## src/rtl/fitsv_pkg.sv

```systemverilog
package fitsv_pkg;

    localparam int VALUE_WIDTH       = 32;
    localparam int REP_COUNT_WIDTH   = 16;
    localparam int REPORTED          = 3;
    localparam int SLOTS_DEFAULT     = 3;
    localparam int COUNT_WIDTH_DEFAULT = 16;

    localparam int IN_DATA_WIDTH  = VALUE_WIDTH;
    localparam int OUT_DATA_WIDTH = REPORTED * (VALUE_WIDTH + REP_COUNT_WIDTH);

    // Carried from cell to cell: a lower slot already matched, or a lower slot is empty.
    typedef struct packed {
        logic hit;
        logic free;
    } chain_t;

endpackage

```

## src/rtl/fitsv_cell.sv

```systemverilog
module fitsv_cell #(
    parameter int COUNT_WIDTH = fitsv_pkg::COUNT_WIDTH_DEFAULT
) (
    input  logic                                clk,
    input  logic                                rst_n,
    input  logic                                take,
    input  logic                                clear,
    input  logic [fitsv_pkg::VALUE_WIDTH-1:0]   value,
    input  fitsv_pkg::chain_t                   chain_in,
    output fitsv_pkg::chain_t                   chain_out,
    input  logic                                hit_all,
    input  logic                                full_all,
    output logic [fitsv_pkg::VALUE_WIDTH-1:0]   value_next,
    output logic [COUNT_WIDTH-1:0]              count_next
);

    logic [fitsv_pkg::VALUE_WIDTH-1:0] value_reg;
    logic [COUNT_WIDTH-1:0]            count_reg;
    logic                              live;
    logic                              match;
    logic                              insert;

    assign live   = (count_reg != '0);
    assign match  = live && (value_reg == value);
    assign insert = !hit_all && !chain_in.free && !live;

    assign chain_out.hit  = chain_in.hit | match;
    assign chain_out.free = chain_in.free | !live;

    always_comb
    begin
        value_next = value_reg;
        count_next = count_reg;
        if (match)
        begin
            if (count_reg != '1)
            begin
                count_next = count_reg + COUNT_WIDTH'(1);
            end
        end
        else if (insert)
        begin
            value_next = value;
            count_next = COUNT_WIDTH'(1);
        end
        else if (!hit_all && full_all)
        begin
            // Every slot is live here, so the count is at least one.
            count_next = count_reg - COUNT_WIDTH'(1);
        end
    end

    always_ff @(posedge clk or negedge rst_n)
    begin
        if (!rst_n)
        begin
            value_reg <= '0;
            count_reg <= '0;
        end
        else if (take)
        begin
            if (clear)
            begin
                value_reg <= '0;
                count_reg <= '0;
            end
            else
            begin
                value_reg <= value_next;
                count_reg <= count_next;
            end
        end
    end

endmodule

```

## src/rtl/frequent_items_three_slot_vote.sv

```systemverilog
// The result is registered: it appears in the cycle after the transfer that carries tlast.
// Throughput: one item per cycle; while a result waits on the output and is not
// taken, the input stalls until that result is taken.
// The per-item update is one ripple pass through the row of slot cells.
// Asynchronous reset (rst_n low) empties all slots and drops the result valid.
module frequent_items_three_slot_vote #(
    parameter int SLOTS       = fitsv_pkg::SLOTS_DEFAULT,
    parameter int COUNT_WIDTH = fitsv_pkg::COUNT_WIDTH_DEFAULT
) (
    input  logic                                  clk,
    input  logic                                  rst_n,
    input  logic                                  s_tvalid,
    output logic                                  s_tready,
    input  logic [fitsv_pkg::IN_DATA_WIDTH-1:0]   s_tdata,   // [31:0] value
    input  logic                                  s_tlast,   // last
    output logic                                  m_tvalid,
    input  logic                                  m_tready,
    // [31:0] candidate_a, [63:32] candidate_b, [95:64] candidate_c,
    // [111:96] count_a, [127:112] count_b, [143:128] count_c
    output logic [fitsv_pkg::OUT_DATA_WIDTH-1:0]  m_tdata
);

    localparam int VW = fitsv_pkg::VALUE_WIDTH;
    localparam int RW = fitsv_pkg::REP_COUNT_WIDTH;

    fitsv_pkg::chain_t     chain [SLOTS+1];
    logic [VW-1:0]         slot_value_next [SLOTS];
    logic [COUNT_WIDTH-1:0] slot_count_next [SLOTS];
    logic                  take;
    logic                  hit_all;
    logic                  full_all;
    logic [fitsv_pkg::OUT_DATA_WIDTH-1:0] result;

    logic                                 out_valid_reg;
    logic                                 out_valid_next;
    logic [fitsv_pkg::OUT_DATA_WIDTH-1:0] out_data_reg;

    assign s_tready = !out_valid_reg || m_tready;
    assign take     = s_tvalid && s_tready;

    assign chain[0].hit  = 1'b0;
    assign chain[0].free = 1'b0;
    assign hit_all  = chain[SLOTS].hit;
    assign full_all = !chain[SLOTS].free;

    for (genvar i = 0; i < SLOTS; i++)
    begin : g_cell
        fitsv_cell #(
            .COUNT_WIDTH (COUNT_WIDTH)
        ) u_cell (
            .clk        (clk),
            .rst_n      (rst_n),
            .take       (take),
            .clear      (s_tlast),
            .value      (s_tdata[VW-1:0]),
            .chain_in   (chain[i]),
            .chain_out  (chain[i+1]),
            .hit_all    (hit_all),
            .full_all   (full_all),
            .value_next (slot_value_next[i]),
            .count_next (slot_count_next[i])
        );
    end

    for (genvar k = 0; k < fitsv_pkg::REPORTED; k++)
    begin : g_report
        if (k < SLOTS)
        begin : g_slot
            logic [32:0] count_ext;
            assign count_ext = 33'(slot_count_next[k]);
            assign result[k*VW +: VW] = slot_value_next[k];
            // Counts wider than the result field report as all ones.
            assign result[fitsv_pkg::REPORTED*VW + k*RW +: RW] =
                (count_ext > 33'(16'hFFFF)) ? {RW{1'b1}} : count_ext[RW-1:0];
        end
        else
        begin : g_none
            assign result[k*VW +: VW] = '0;
            assign result[fitsv_pkg::REPORTED*VW + k*RW +: RW] = '0;
        end
    end

    always_comb
    begin
        out_valid_next = out_valid_reg;
        if (take && s_tlast)
        begin
            out_valid_next = 1'b1;
        end
        else if (m_tready)
        begin
            out_valid_next = 1'b0;
        end
    end

    always_ff @(posedge clk or negedge rst_n)
    begin
        if (!rst_n)
        begin
            out_valid_reg <= 1'b0;
        end
        else
        begin
            out_valid_reg <= out_valid_next;
        end
    end

    always_ff @(posedge clk)
    begin
        if (take && s_tlast)
        begin
            out_data_reg <= result;
        end
    end

    assign m_tvalid = out_valid_reg;
    assign m_tdata  = out_data_reg;

endmodule

```

## config.mk

```make
export PLATFORM = sky130hd
export DESIGN_NAME = frequent_items_three_slot_vote
export DESIGN_NICKNAME = d
export VERILOG_FILES = /design/src/rtl/fitsv_pkg.sv /design/src/rtl/fitsv_cell.sv /design/src/rtl/frequent_items_three_slot_vote.sv
export SDC_FILE = /design/constraint.sdc
export NUM_CORES = 1
export LEC_CHECK = 0
export ABC_AREA = 1
export BUFFER_PORTS_ARGS = -buffer_cell sky130_fd_sc_hd__buf_2
export CORE_MARGIN = 2
export CORE_UTILIZATION = 59
export DETAILED_ROUTE_END_ITERATION = 12
export GPL_ROUTABILITY_DRIVEN = 0
export HOLD_SLACK_MARGIN = 0.15
export PLACE_DENSITY = 0.83
export SLEW_MARGIN = 20
export SYNTH_ARGS = -nofsm -noshare
export SYNTH_HDL_FRONTEND = slang
export SYNTH_SLANG_ARGS = --single-unit
```

## constraint.sdc

```tcl
create_clock -name clk -period 9.7 [get_ports clk]
set_clock_uncertainty 0.2 [all_clocks]
set_input_delay 1.94 -clock clk [delete_from_list [all_inputs] [get_ports clk]]
set_output_delay 1.94 -clock clk [all_outputs]
set_load 0.03 [all_outputs]
```

==> results.yml, run 1 <==
logic_synthesis:
  synth_commonest_cells: "nand2_1 (827), dfrtp_1 (145), edfxtp_1 (144)"
  dominantRegCellSynth: "dfrtp_1"
  synth_seq_cells: 289
  syn_area_sq_mm: 0.01570
  syn_nets: 1982
  syn_area_per_cell_sq_um: 8.097
  synth_area_leaders: "edfxtp_1 (28%), dfrtp_1 (23%), nand2_1 (20%)"
  yosys.area_share.xor_xnor_pct: 5.355
  yosysTopAreaCellShare_pct: 27.54
  synth_top_family_by_area: "simple AND/OR/NAND/NOR gates"
  yosysMostFrequentCell: "nand2_1"
  synthAdderAreaFrac_pct: 0.4782
  yosysTopAreaCell: "edfxtp_1"
  yosysWarnings: 0
  ys_seq_area_share_pct: 50.65
  synth_edf_count: 144
  synthArstFlopShare_pct: 50.17
  synth_compound_area_share_pct: 7.882
  synthMuxAreaShare_pct: 0
  yosysUniqueCellTypes: 46
  yosys.area_share.simple_pct: 29.09
  synthCells: 1939
place:
  dp.cells: 2383
  dp_slack_ns: 3.938
  port_buffers: 182
  hpwl_mm: 26.14
finish:
  fin_cells: 2445
  syn2layout_area_growth_pct: 12.66
  fin_util_pct: 67.87
  nets: 2123
  largest_reg_flops: 144
  layout-drive-gt1-share_pct: 15.64
critical_path:
  crit_arrival_ns: 5.09
  crit_chain: "buf_2, inv_1, nand2_1, nand2_1, nand2_1, nor2_1, nand2_1, nor2_1, nand3_2, nand2_2, nor2_8, nand2_4, nand2_1, o21ai_2, nand2_1, o21ai_1"
  crit-reg2reg-launch: "g_cell[1].u_cell.count_reg[0]$_DFFE_PN0P_"
  rr_worst_depth: 10
  required_ns: 9.99
  r2r_slack_ns: 5.91
  cp-end-kind: "flop"
  rr_endpoint: "m_tdata[112]$_DFFE_PP_"
  path_delay_family: "simple AND/OR/NAND/NOR gates"
  crit_path_max_incr_delay_ns: 0.66
  crit_top_cell: "nand2_1"
  cpMaxStageDelayCell: "nand2_4"
  crit_buf_inv: 2
  worst-path-max-fanout: 65
  start_kind: "primary input"
  crit_type: "in2reg"
detailed_routing:
  ant_nets: 0
  drt-pass1-iter-count: 5
  drt_first_iter_violations: 1447
  vias_per_cell: 5.608
  wl_per_cell_microns: 16.16
  route.detailed.drc: 0
  totalWireLength_mm: 39.51
  vias: 13712
global_routing:
  grt_pass1_wl_mm: 64.65
  grt_max_degree: 84
  grt_pass1_vias: 13060
  antenna_found_initial: 7
  grt_use_total_pct: 28.14
  gr-total-overflow: 0
run_status:
  status: "finished, final reports clean"
timing:
  max_freq_mhz: 208.1
  setup_ws_ns: 4.895
  hold_violations: 0
  setup_tns_ns: 0
  drv_slew: 0
  finalCritPeriodShare_pct: 49.53
  grt_setup_unrepaired: "no"
  relSlewSlack_pct: 30.10
  setup_violations: 0
  tightest_slew_ns: 1.046
  post-route-min-period_ns: 4.805
power:
  vdd_drop_max_mv: 0.2368
  leakagePower_uw: 0.008256
  p_per_area_mw_per_mm2: 339.0
clocking:
  insertion_delay_ns: 0.58
  hold_buffers: 0
  clkTransAtPathRegs_ns: 0.06
  cts-root-buf: "clkbuf_16"
  clock-sinks: 289
  post-cts-setup-buffers: 0
  cts-resized-gates: 0
  htreeDepth: 1
  cts_buffers: 30
  clockBufferDepth: 3
  cts_tree: "yes"
floorplan:
  dieArea_sq_mm: 0.02793
  core_area_sq_mm: 0.02606
  ios: 183
  initial_core_util_pct: 60.25
  die_h_microns: 167.1
  rows: 59
  die_w_microns: 167.1
job:
  drv_cap: 0
min_path:
  whs_endpoint: "g_cell[2].u_cell.count_reg[8]$_DFFE_PN0P_"
  holdPathStages: 2
  hp-start: "g_cell[2].u_cell.count_reg[8]$_DFFE_PN0P_"
  hold_class: "reg2reg"
[through the flow]
| step | instance area, sq um | hold slack [ns] | total power (uW) |
|---|---|---|---|
| 6_report | 17690 | 0.3073 | 5996 |
| 3_3_place_gp | 16700 | 0.2982 | 4730 |
| 4_1_cts | 17670 | 0.3103 | 5985 |
| 2_1_floorplan | 15700 | 0.2708 | 4216 |
| 3_5_place_dp | 16700 | 0.2958 | 4845 |
| 5_1_grt | 17680 | 0.3256 | 6443 |
[cells in the final DEF (no fill, tap or decap), types with 11 or more instances in the layout]
master       n
a21oi_1     11
buf_2      181
clkbuf_16   30
dfrtp_1    145
edfxtp_1   144
inv_1      134
inv_2       22
nand2_1    826
nand3_1     94
nand4_1     23
nor2_1     102
nor3_1      14
o21ai_0     57
o21ai_1     68
o21ai_2     42
xnor2_1     55
xor2_1      41
[worst max-delay path by stage]
| stage | startpoint | end | cells after the start |
|---|---|---|---|
| after floorplan | m_tready | m_tdata[0]$_DFFE_PP_ | 5 |
| after global placement | s_tdata[10] | m_tdata[139]$_DFFE_PP_ | 14 |
| after detailed placement | s_tdata[10] | m_tdata[100]$_DFFE_PP_ | 14 |
| after CTS | s_tdata[10] | m_tdata[139]$_DFFE_PP_ | 14 |
| after global routing | s_tdata[10] | g_cell[2].u_cell.value_reg[16]$_DFFE_PN0P_ | 16 |
| final | s_tdata[10] | g_cell[2].u_cell.value_reg[16]$_DFFE_PN0P_ | 16 |
[final cells by class]
cell class	count	area, sq um
Timing Repair Buffer	190	977.2
Clock inverter	15	156.4
Sequential cell	289	7953
Clock buffer	41	812.0
Antenna cell	6	15.01
Inverter	158	594.3
Tap cell	335	419.2
Fill cell	2057	8372
Multi-Input combinational cell	1411	6760
[cell families after synthesis]
kind of cell | after synthesis
simple gates | 1106
xor+xnor | 96
fa+ha+maj | 6
compound gates | 203
buf+inv | 239
flops | 289
[worst register-to-register path, stage by stage (launching register included)]
cell     delay, ns
dfrtp_1       0.45
inv_1         0.15
ha_1          0.22
nand2_1       0.12
nor2_4        0.18
nand3_1       0.19
nand3_2       0.49
nand3_1       0.25
nor2_4        0.82
nand2_1       0.18
a31oi_1       0.31
[power by group]
part,internal (uW),total [uW],switching (uW)
Clock,642,1120,482
Combinational,865,2810,1950
Sequential,1770,2060,289
[per-layer routing]
layer / track usage (%) / wire length (microns) / vias to the layer above / part of all wire (%)
met5: 0 / 12 / - / 0.030
met4: 10.64 / 1256 / 2 / 3.2
met3: 4.585 / 3273 / 93 / 8.3
met2: 45.98 / 18610 / 625 / 47
met1: 38.15 / 16360 / 6480 / 41
li1: - / - / 6512 / -
Power figures use the tool's default switching activity.
==> run 2: changes to the inputs <==
- clock period: 9.7 -> 4.6 ns (I/O delays scaled with it)
==> results.yml, run 2 (synthesis results as in run 1) <==
run_status:
  status: "finished, final reports clean"
finish:
  fin_util_pct: 68.37
  final_cell_mix: "nand2_1 (826), buf_2 (181), dfrtp_1 (145)"
  syn2layout_area_growth_pct: 13.48
  nets: 2137
  fillers: 2004
  largest_reg_flops: 144
  layout-drive-gt1-share_pct: 16.15
  final_common_cell: "nand2_1"
timing:
  setup_violations: 0
  hold_violations: 0
  max_freq_mhz: 290.6
  tightest_slew_ns: 0.9874
  grt_setup_unrepaired: "no"
  post-route-min-period_ns: 3.442
  relSlewSlack_pct: 34.18
  finalCritPeriodShare_pct: 74.82
  setup_tns_ns: 0
  setup_ws_ns: 1.158
  drv_slew: 0
clocking:
  cts-root-buf: "clkbuf_16"
  insertion_delay_ns: 0.57
  hold_buffers: 0
  cts_tree: "yes"
  cts_buffers: 30
  htreeDepth: 1
  clock-sinks: 289
  clkTransAtPathRegs_ns: 0.06
  clockBufferDepth: 3
  post-cts-setup-buffers: 0
  cts-resized-gates: 0
critical_path:
  worst-path-max-fanout: 28
  r2r_slack_ns: 1.16
  crit_type: "reg2reg"
  rr_worst_depth: 13
  crit-reg2reg-launch: "g_cell[1].u_cell.count_reg[0]$_DFFE_PN0P_"
  crit_end: "m_tdata[136]$_DFFE_PP_"
  critPathLaunch: "g_cell[1].u_cell.count_reg[0]$_DFFE_PN0P_"
  cp-end-kind: "flop"
  crit_arrival_ns: 3.54
  required_ns: 4.70
  start_kind: "flop"
  rr_endpoint: "m_tdata[136]$_DFFE_PP_"
floorplan:
  initial_core_util_pct: 60.25
  die_w_microns: 167.1
  die_h_microns: 167.1
  ios: 183
  dieArea_sq_mm: 0.02793
  rows: 59
  core_area_sq_mm: 0.02606
detailed_routing:
  route.detailed.drc: 0
  ant_nets: 0
  totalWireLength_mm: 40.25
  vias_per_cell: 5.593
  wl_per_cell_microns: 16.37
  vias: 13752
  drt_first_iter_violations: 1434
  drt-pass1-iter-count: 6
min_path:
  hold_class: "in2async"
global_routing:
  gr-total-overflow: 0
  grt_use_total_pct: 28.58
  antenna_found_initial: 6
  grt_pass1_wl_mm: 65.74
  grt_pass1_vias: 13207
  grt_max_degree: 101
power:
  leakagePower_uw: 0.008341
  p_per_area_mw_per_mm2: 717.2
  vdd_drop_max_mv: 0.3893
job:
  drv_cap: 0
place:
  dp_slack_ns: 0.8800
  hpwl_mm: 27.10
  port_buffers: 182
==> run 2: cell count changes in the layout (fill, tap and decap cells not counted), sizes merged <==
| cell | change |
|---|---|
| buf | +14 |
| bufinv | -1 |
| clkbuf | +6 |
| clkinv | -3 |
| clkinvlp | -2 |
==> run 2: critical path, cell delays in order (launching register included) <==
cell and delay (ns):
dfrtp_1 0.47, inv_1 0.19, ha_1 0.21, nand2_1 0.10, nor2_4 0.18, nand3_1 0.20, nand3_1 0.17, buf_4 0.33
nand3_1 0.19, nor2_4 0.45, buf_12 0.24, nand2_1 0.07, nand3_1 0.08, nand2_1 0.09
==> run 2: through the flow <==
step | hold WS, ns | cell area [sq um] | std cells | power [uW]
2_1_floorplan | 0.2708 | 15710 | 1939 | 8882
3_3_place_gp | 0.2943 | 16830 | 2397 | 10110
3_5_place_dp | 0.3052 | 16830 | 2397 | 10340
4_1_cts | 0.2692 | 17800 | 2453 | 12740
5_1_grt | 0.2956 | 17810 | 2458 | 13740
6_report | 0.1962 | 17820 | 2459 | 12780
==> run 2: layout make-up <==
class                      instances  area, sq um  area share [%]
antenna                            6        15.01         0.08427
clock buffer                      47        874.6           4.909
clock inverter                     9        95.09          0.5337
inverter                         158        594.3           3.336
multi-input combinational       1411         6755           37.91
sequential                       289         7953           44.63
tap                              335        419.2           2.353
timing repair buffer             204         1111           6.236
==> run 2: metal layers <==
| metal | wire length, microns | track usage [%] |
|---|---|---|
| met1 | 16610 | 37.97 |
| met2 | 18790 | 47.00 |
| met3 | 3333 | 5.389 |
| met4 | 1524 | 10.83 |
| met5 | 0 | 0 |
==> run 2: where the power goes <==
part           switching, uW  leakage, uW  internal [uW]
clock                   1000     0.000479           1360
sequential               600      0.00336           3730
combinational           4160      0.00450           1920
total                   5760      0.00834           7010
==> run 2: worst min-delay path by stage <==
stage	from	cells after the start	end	slack, ns
after floorplan	g_cell[2].u_cell.count_reg[8]$_DFFE_PN0P_	2	g_cell[2].u_cell.count_reg[8]$_DFFE_PN0P_	0.27
after global placement	g_cell[2].u_cell.count_reg[8]$_DFFE_PN0P_	2	g_cell[2].u_cell.count_reg[8]$_DFFE_PN0P_	0.29
after detailed placement	g_cell[0].u_cell.count_reg[15]$_DFFE_PN0P_	2	g_cell[0].u_cell.count_reg[15]$_DFFE_PN0P_	0.31
after CTS	rst_n	1	g_cell[1].u_cell.value_reg[22]$_DFFE_PN0P_	0.27
after global routing	rst_n	1	g_cell[1].u_cell.value_reg[22]$_DFFE_PN0P_	0.30
final	rst_n	1	g_cell[0].u_cell.value_reg[21]$_DFFE_PN0P_	0.20
==> run 3: changes to the inputs <==
- CORE_UTILIZATION: 59 -> 53
- PLACE_DENSITY: 0.83 -> 0.78
- clock period: 4.6 -> 2.8 ns (I/O delays scaled with it)
==> results.yml, run 3 (synthesis results as in run 1) <==
critical_path:
  crit_path_max_incr_delay_ns: 0.38
  crit_top_cell: "nand2_1"
  required_ns: 3.07
  crit_buf_inv: 2
  worst-path-max-fanout: 18
  cpMaxStageDelayCell: "dfrtp_1"
  crit_arrival_ns: 2.94
  start_kind: "flop"
  crit_type: "reg2reg"
  path_delay_family: "simple AND/OR/NAND/NOR gates"
  crit_chain: "inv_1, ha_2, nand2_1, nor2_4, nand2_1, nor2_1, nand2_1, nor2_2, nand2_8, buf_12, o21ai_1, nand2_1, o21ai_0"
  cp-end-kind: "flop"
clocking:
  cts_buffers: 31
  clockBufferDepth: 3
  clock-sinks: 289
  clkTransAtPathRegs_ns: 0.06
  insertion_delay_ns: 0.58
  cts_tree: "yes"
  cts-root-buf: "clkbuf_16"
  htreeDepth: 1
timing:
  hold_ws_ns: 0.2244
  post-route-min-period_ns: 2.675
  tightest_slew_ns: 0.8550
  max_freq_mhz: 373.8
  finalCritPeriodShare_pct: 95.54
  relSlewSlack_pct: 43.00
  setup_violations: 0
  drv_slew: 0
  grt_setup_unrepaired: "yes"
  hold_violations: 0
detailed_routing:
  vias: 14026
  wl_per_cell_microns: 15.99
  route.detailed.drc: 0
  drt_first_iter_violations: 1247
  vias_per_cell: 5.366
  ant_nets: 0
  drt-pass1-iter-count: 6
  totalWireLength_mm: 41.80
place:
  place_area_sq_mm: 0.01779
  port_buffers: 182
  hpwl_mm: 28.16
floorplan:
  die_w_microns: 176.1
  dieArea_sq_mm: 0.03101
  initial_core_util_pct: 53.40
  die_h_microns: 176.1
  rows: 63
  core_area_sq_mm: 0.02940
  ios: 183
finish:
  design_area_sq_mm: 0.01924
  final_common_cell: "nand2_1"
  nets: 2240
  largest_reg_flops: 144
  final_cell_mix: "nand2_1 (825), buf_2 (181), dfrtp_1 (144), edfxtp_1 (144), inv_1 (131)"
  syn2layout_area_growth_pct: 22.52
  layout-drive-gt1-share_pct: 21.83
global_routing:
  antenna_found_initial: 2
  grt_pass1_wl_mm: 66.18
  gr-total-overflow: 0
  grt_pass1_vias: 13276
  grt_max_degree: 122
  grt_use_total_pct: 26.32
power:
  leakagePower_uw: 0.009051
  total_power_uw: 22800
  p_per_area_mw_per_mm2: 1185
  vdd_drop_max_mv: 0.8520
job:
  drv_cap: 0
run_status:
  status: "finished, final reports clean"
min_path:
  hold_class: "in2reg"
## run 3: cell count changes in the layout (fill, tap and decap cells not counted), moves of 4 or more
cell,before,now
clkbuf_1,11,7
diode_2,6,2
o21ai_2,42,63
nand2_8,0,4
o21ai_1,68,48
buf_12,2,18
o21ai_0,57,53
buf_4,19,100
## run 3: metal layers
metal  track usage, %  vias up  share of wire, %
met5                0        -                 0
met4            9.298        0               3.3
met3            4.630      111               8.1
met2            43.43      598                47
met1            35.14     6554                42
li1                 -     6763                 -
## run 3: metrics by stage
stage | TNS, ns | util, % | setup WS (ns) | instances
finish | 0 | 65.42 | 0.1248 | 2614
global route | -0.3102 | 65.42 | -0.03921 | 2613
CTS | 0 | 64.36 | 0.009764 | 2603
detailed placement | -9.175 | 60.51 | -0.2441 | 2542
global placement | -5.001 | 60.51 | -0.2170 | 2542
floorplan | -119.76 | - | -0.8317 | 1939
## run 3: layout make-up
type,count,area [sq um]
flip-flops and latches,289,7954
clock inverters,13,183.9
well taps,390,488.0
multi-input cells,1412,7008
repair buffers,305,2081
diodes,2,5.005
inverters,158,606.8
fillers,2311,10170
clock buffers,45,909.6
## run 3: power breakdown
| part | switching, uW | internal, uW |
|---|---|---|
| sequential | 658 | 6130 |
| combinational | 7530 | 4140 |
| clock | 1720 | 2630 |
| total | 9910 | 12900 |
## run 3: final timing paths
path	startpoint	to	slack (ns)	depth (start not counted)
max	g_cell[1].u_cell.count_reg[1]$_DFFE_PN0P_	g_cell[1].u_cell.value_reg[29]$_DFFE_PN0P_	0.12	13
min	s_tdata[14]	g_cell[1].u_cell.value_reg[14]$_DFFE_PN0P_	0.22	5
max reg2reg	g_cell[1].u_cell.count_reg[1]$_DFFE_PN0P_	g_cell[1].u_cell.value_reg[29]$_DFFE_PN0P_	0.12	13
min reg2reg	g_cell[2].u_cell.count_reg[8]$_DFFE_PN0P_	g_cell[2].u_cell.count_reg[8]$_DFFE_PN0P_	0.31	2
max in group asynchronous	rst_n	m_tvalid$_DFFE_PN0P_	1.28	3
min in group asynchronous	rst_n	g_cell[1].u_cell.count_reg[11]$_DFFE_PN0P_	0.33	2
## run 3: repair_timing
item                                    4_1_cts  5_1_grt
endpoints found under the setup margin       31      248
buffers inserted                              0        8
gates cloned                                  0        1
resized for setup                             3       51
hold buffers                                  3        0
hold endpoints to repair                     48        0
pin swaps                                     0        6
## run 3: worst register-to-register path, stage by stage (launching register included)
cell	delay, ns
dfrtp_1	0.38
inv_1	0.10
ha_2	0.20
nand2_1	0.09
nor2_4	0.18
nand2_1	0.12
nor2_1	0.16
nand2_1	0.15
nor2_2	0.30
nand2_8	0.13
buf_12	0.19
o21ai_1	0.16
nand2_1	0.08
o21ai_0	0.14
